[src/hdl/assert_macros.svh]
// Assertion helpers for the top-level design file.
`ifndef ASSERT_MACROS_SVH
`define ASSERT_MACROS_SVH
`ifndef NO_ASSERTIONS
`define CHECK_IMPLY(lbl, clk, rstn, ante, cons, msg) \
    lbl: assert property (@(posedge clk) disable iff (!rstn) (ante) |-> (cons)) else $error(msg);
`define CHECK_NEXT(lbl, clk, rstn, ante, cons, msg) \
    lbl: assert property (@(posedge clk) disable iff (!rstn) (ante) |=> (cons)) else $error(msg);
`else
`define CHECK_IMPLY(lbl, clk, rstn, ante, cons, msg)
`define CHECK_NEXT(lbl, clk, rstn, ante, cons, msg)
`endif
`endif

[src/hdl/mtp_pkg.sv]
package mtp_pkg;

    localparam int MAX_DIM_DEF   = 8;
    localparam int FRAC_BITS_DEF = 16;

    // Item kinds carried in the input tuser.
    localparam logic [1:0] KIND_LOAD_A = 2'd0;
    localparam logic [1:0] KIND_LOAD_B = 2'd1;
    localparam logic [1:0] KIND_START  = 2'd2;
    localparam logic [1:0] KIND_UNUSED = 2'd3;

    // Configuration register indexes.
    localparam logic REG_DIMENSION = 1'b0;
    localparam logic REG_MODE      = 1'b1;

    // Operand token passed from cell to cell.
    typedef struct packed {
        logic              valid;
        logic              last;
        logic              sel2;
        logic [3:0]        k;
        logic signed [31:0] data;
    } t_tok;

    // Coefficient write broadcast to all cells.
    typedef struct packed {
        logic              we_a;
        logic              we_b;
        logic [3:0]        row;
        logic [3:0]        col;
        logic signed [31:0] data;
    } t_load;

    typedef enum logic [2:0] {
        ST_IDLE,
        ST_FEED1,
        ST_WAIT1,
        ST_FEED2,
        ST_WAIT2,
        ST_EMIT
    } t_state;

endpackage

[src/hdl/mtp_cell.sv]
// One cell of the chain: holds column CELL_IDX of B and row CELL_IDX of A,
// multiplies each passing operand by the matching coefficient and keeps
// an exact running sum, then floors and saturates it at the end of a run.
module mtp_cell #(
    parameter int MAX_DIM   = mtp_pkg::MAX_DIM_DEF,
    parameter int FRAC_BITS = mtp_pkg::FRAC_BITS_DEF,
    parameter int CELL_IDX  = 0
) (
    input  logic                i_clk,
    input  logic                i_rst_n,
    input  mtp_pkg::t_tok       i_tok,
    input  mtp_pkg::t_load      i_load,
    output mtp_pkg::t_tok       o_tok,
    output logic signed [31:0]  o_res,
    output logic                o_clip
);
    localparam int IDX_W = $clog2(MAX_DIM);
    localparam int ACC_W = 64 + IDX_W + 1;
    localparam logic signed [ACC_W-1:0] SAT_HI = {{(ACC_W-31){1'b0}}, {31{1'b1}}};
    localparam logic signed [ACC_W-1:0] SAT_LO = {{(ACC_W-31){1'b1}}, {31{1'b0}}};

    logic signed [31:0]      r_b_col [MAX_DIM];
    logic signed [31:0]      r_a_row [MAX_DIM];
    mtp_pkg::t_tok           r_tok;
    logic signed [63:0]      r_prod;
    logic                    r_pv;
    logic                    r_pfirst;
    logic                    r_plast;
    logic signed [ACC_W-1:0] r_acc;
    logic                    r_fin;
    logic signed [31:0]      r_res;
    logic                    r_clip;
    logic signed [31:0]      w_coef;
    logic signed [ACC_W-1:0] w_sh;

    assign w_coef = i_tok.sel2 ? r_a_row[i_tok.k[IDX_W-1:0]] : r_b_col[i_tok.k[IDX_W-1:0]];
    assign w_sh   = r_acc >>> FRAC_BITS;

    always_ff @(posedge i_clk) begin
        if (i_load.we_a && (int'(i_load.row) == CELL_IDX)) begin
            r_a_row[i_load.col[IDX_W-1:0]] <= i_load.data;
        end
        if (i_load.we_b && (int'(i_load.col) == CELL_IDX)) begin
            r_b_col[i_load.row[IDX_W-1:0]] <= i_load.data;
        end
    end

    always_ff @(posedge i_clk) begin
        if (!i_rst_n) begin
            r_tok.valid <= 1'b0;
            r_pv        <= 1'b0;
            r_fin       <= 1'b0;
        end else begin
            r_tok.valid <= i_tok.valid;
            r_pv        <= i_tok.valid;
            r_fin       <= r_pv && r_plast;
        end
        r_tok.last <= i_tok.last;
        r_tok.sel2 <= i_tok.sel2;
        r_tok.k    <= i_tok.k;
        r_tok.data <= i_tok.data;
        r_prod     <= 64'($signed(i_tok.data)) * 64'(w_coef);
        r_pfirst   <= (i_tok.k == 4'd0);
        r_plast    <= i_tok.last;
        if (r_pv) begin
            r_acc <= (r_pfirst ? '0 : r_acc) + ACC_W'(r_prod);
        end
        if (r_fin) begin
            if (w_sh > SAT_HI) begin
                r_res  <= 32'(SAT_HI);
                r_clip <= 1'b1;
            end else if (w_sh < SAT_LO) begin
                r_res  <= 32'(SAT_LO);
                r_clip <= 1'b1;
            end else begin
                r_res  <= 32'(w_sh);
                r_clip <= 1'b0;
            end
        end
    end

    assign o_tok  = r_tok;
    assign o_res  = r_res;
    assign o_clip = r_clip;
endmodule

[config.mk]
export PLATFORM = sky130hd
export DESIGN_NAME = mtp_cell
export DESIGN_NICKNAME = d
export VERILOG_FILES = /design/src/hdl/assert_macros.svh /design/src/hdl/mtp_pkg.sv /design/src/hdl/mtp_cell.sv
export SDC_FILE = /design/constraint.sdc
export NUM_CORES = 2
export LEC_CHECK = 0
export BUFFER_PORTS_ARGS = -buffer_cell sky130_fd_sc_hd__buf_2
export CORE_MARGIN = 4
export CORE_UTILIZATION = 50
export DETAILED_ROUTE_END_ITERATION = 16
export PLACE_DENSITY = 0.71
export SYNTH_ARGS = -nofsm -noshare
export SYNTH_HDL_FRONTEND = slang
export SYNTH_SLANG_ARGS = --single-unit
[constraint.sdc]
create_clock -name i_clk -period 9.9 [get_ports i_clk]
set_clock_uncertainty 0.15 [all_clocks]
set_input_delay 0.99 -clock i_clk [delete_from_list [all_inputs] [get_ports i_clk]]
set_output_delay 0.99 -clock i_clk [all_outputs]
set_load 0.03 [all_outputs]
==> flow_metrics.tcl <==
set metrics [dict create \
    outcome "complete, no violations" \
    ys_ff_latch 718 \
    drive_above_1_share_pct 12.12 \
    grt_first_pass_wirelength_um 256900 \
    crit_slowest_cell "mux4_2" \
    hp-class "in2reg" \
    synth_edf_count 613 \
    syn2layout_area_growth_pct 9.749 \
    coreArea_mm2 0.1296 \
    cts_setup_buffers 0 \
    fin_ws_ps 490.3 \
    max-cap-violations 0 \
    rsz0062_at_grt "no" \
    slew_violations 0 \
    min-delay-start "i_tok[37]" \
    cts_root_buffer "clkbuf_16" \
    ctsLongestPathBuffers 3 \
    drtIter0Drc 2993 \
    slew_headroom_pct 37.51 \
    synth_common_cells "1083 x fa_1, 1000 x inv_1, 640 x nand2_1" \
    synth_top_area_share_pct 33.19 \
    yosysWarnings 0 \
    layout.nets 7144 \
    remaining_drc_errors 0 \
    reg2regPathDepth 28 \
    cts_buffers 75 \
    cts_hold_buf 0 \
    instances_no_fill 7527 \
    nFillCells 10610 \
    cp.arrival_ps 9850 \
    start_util_pct 50.39 \
    finalHoldViolCount 0 \
    synth_cells 5554 \
    busiest_layer "met2" \
    cts_tree "done" \
    finalCritPeriodShare_pct 95.05 \
    yosysSeqAreaShare_pct 31.40 \
    via_per_inst 5.505 \
    reg2reg_to "r_prod[63]" \
    overflow 0 \
    place_ws_ps -180.9 \
    min_period_ps 9410 \
    cp-end-kind "flop" \
    crit_path_start_kind "primary input" \
    clkTransAtPathRegs_ps 60 \
    multi_input_area_mm2 0.04012 \
    cts_resized 0 \
    met1_usage_pct 34.01 \
    required_ps 10340 \
    final_util_pct 55.30 \
    routed_wl_um 159900 \
    track_usage_pct 24.27 \
    ys_top_cells_by_area "fa_1 33%, edfxtp_1 28%, inv_1 5.7%" \
    grt_max_degree 69 \
    hpwl_um 121300 \
    cp_common_cell "fa_1" \
    wire_per_inst_um 21.24 \
    synth_area_mm2 0.06533 \
    ys_types 90 \
    rows 132 \
    h-tree-depth 3 \
    die_h_um 369.5 \
    dp.cells 7392 \
    path_max_fanout 25 \
    die_w_um 369.5 \
    final-seq-area_mm2 0.02051 \
    drtPass1Iterations 5 \
    vias 41440 \
    slowest_delay_ps 720 \
    clock-sinks 718 \
    hold-path-cell-count 1 \
    tightestPinTransition_ps 937.3 \
    die_area_mm2 0.1365 \
    syn_area_per_cell_um2 11.76 \
    crit_buf_inv 7 \
    synth_flop_cell "edfxtp_1" \
    max_freq_ghz 0.1063 \
    crit_family "adder cells" \
    grt_use_met3_pct 6.574 \
    gp_congestion 0.9047 \
    ant_nets 0 \
    clock_latency_ps 670 \
    portBuffers 154 \
    synthArstFlopShare_pct 0 \
    grt_pass1_vias 45180 \
    synth_most_common_cell "fa_1" \
    setup_violations 0 \
    antenna_found_initial 15 \
    grt_use_met2_pct 38.03 \
    setup-tns-final_ps 0 \
    reg2reg_slack_ps 830 \
    ios 155 \
    min_to "r_plast" \
    timing.rr.start "r_b_col[7][4]" \
    critPathKind "in2reg" \
    synth_area_leader_cell "fa_1" \
    synth_nets 6971 \
]
[metrics by stage]
| stage | area [um^2] | hold slack [ps] |
|---|---|---|
| floorplan | 65340 | 303.8 |
| global placement | 69220 | 329.9 |
| detailed placement | 69220 | 331.6 |
| CTS | 71690 | 225.1 |
| global route | 71690 | 255.4 |
| finish | 71690 | 282.8 |
[logic make-up (layout without fill, tap and decap cells)]
group,Yosys count,after routing,share of synthesized area (%)
AOI/OAI and AO/OA,438,438,4.444
muxes,162,162,5.530
buffers and inverters,1278,1506,7.393
and+or+nand+nor,1488,1488,11.42
other,0,3,0
xor gates and xnor gates,136,136,1.823
adders and majority gates,1334,1334,38.00
DFF,718,718,31.40
[sequential cells by signal, indices dropped and copies added, names as in the netlist]
signal    flops
o_clip        1
o_res        32
o_tok        37
r_a_row     256
r_acc        68
r_b_col     256
r_fin         1
r_pfirst      1
r_plast       1
r_prod       64
r_pv          1
[per-layer routing]
layer / wire, um / vias to the layer above / part of all wire, %
met5: 90 / - / 0.056
met4: 3657 / 14 / 2.3
met3: 15920 / 262 / 10
met2: 73480 / 1784 / 46
met1: 66730 / 21390 / 42
li1: - / 17990 / -
[how the worst max path moves through the flow]
stage               depth (start not counted)         end  startpoint  slack [ps]
global placement                           29  r_prod[63]   i_tok[32]        -170
CTS                                        29  r_prod[63]   i_tok[32]         520
global route                               29  r_prod[63]   i_tok[32]         130
floorplan                                  31  r_prod[61]   i_tok[32]           9
finish                                     28  r_prod[63]   i_tok[32]         490
detailed placement                         29  r_prod[63]   i_tok[32]        -180
[placed cells by master, fill, tap and decap left out, drive strengths merged, types with 10 or more instances in the layout]
cell type  instances
or2               12
edfxtp           613
clkbuf            94
and3              23
o21ai             79
nor3              21
inv             1007
xnor2             98
o21bai            29
nand2            640
dfxtp            105
o211ai            10
a21o              59
a21oi            150
a31oi             16
nor4              12
mux4             159
clkinv            22
nor2b             83
o21a              11
nand2b            16
nor2              95
nand3             26
nand4             28
a211oi            12
ha               251
and2             508
xor2              38
fa              1083
buf              373
[final cells by class]
cell class | count | area share, %
flip-flops and latches | 718 | 28.61
clock buffers | 93 | 2.799
multi-input cells | 3558 | 55.95
diodes | 3 | 0.01047
well taps | 1742 | 3.040
clock inverters | 39 | 0.6475
inverters | 1000 | 5.246
repair buffers | 374 | 3.691
Power is not shown: default switching activity piles up to over one toggle a cycle in this logic, so the estimate is an artifact.
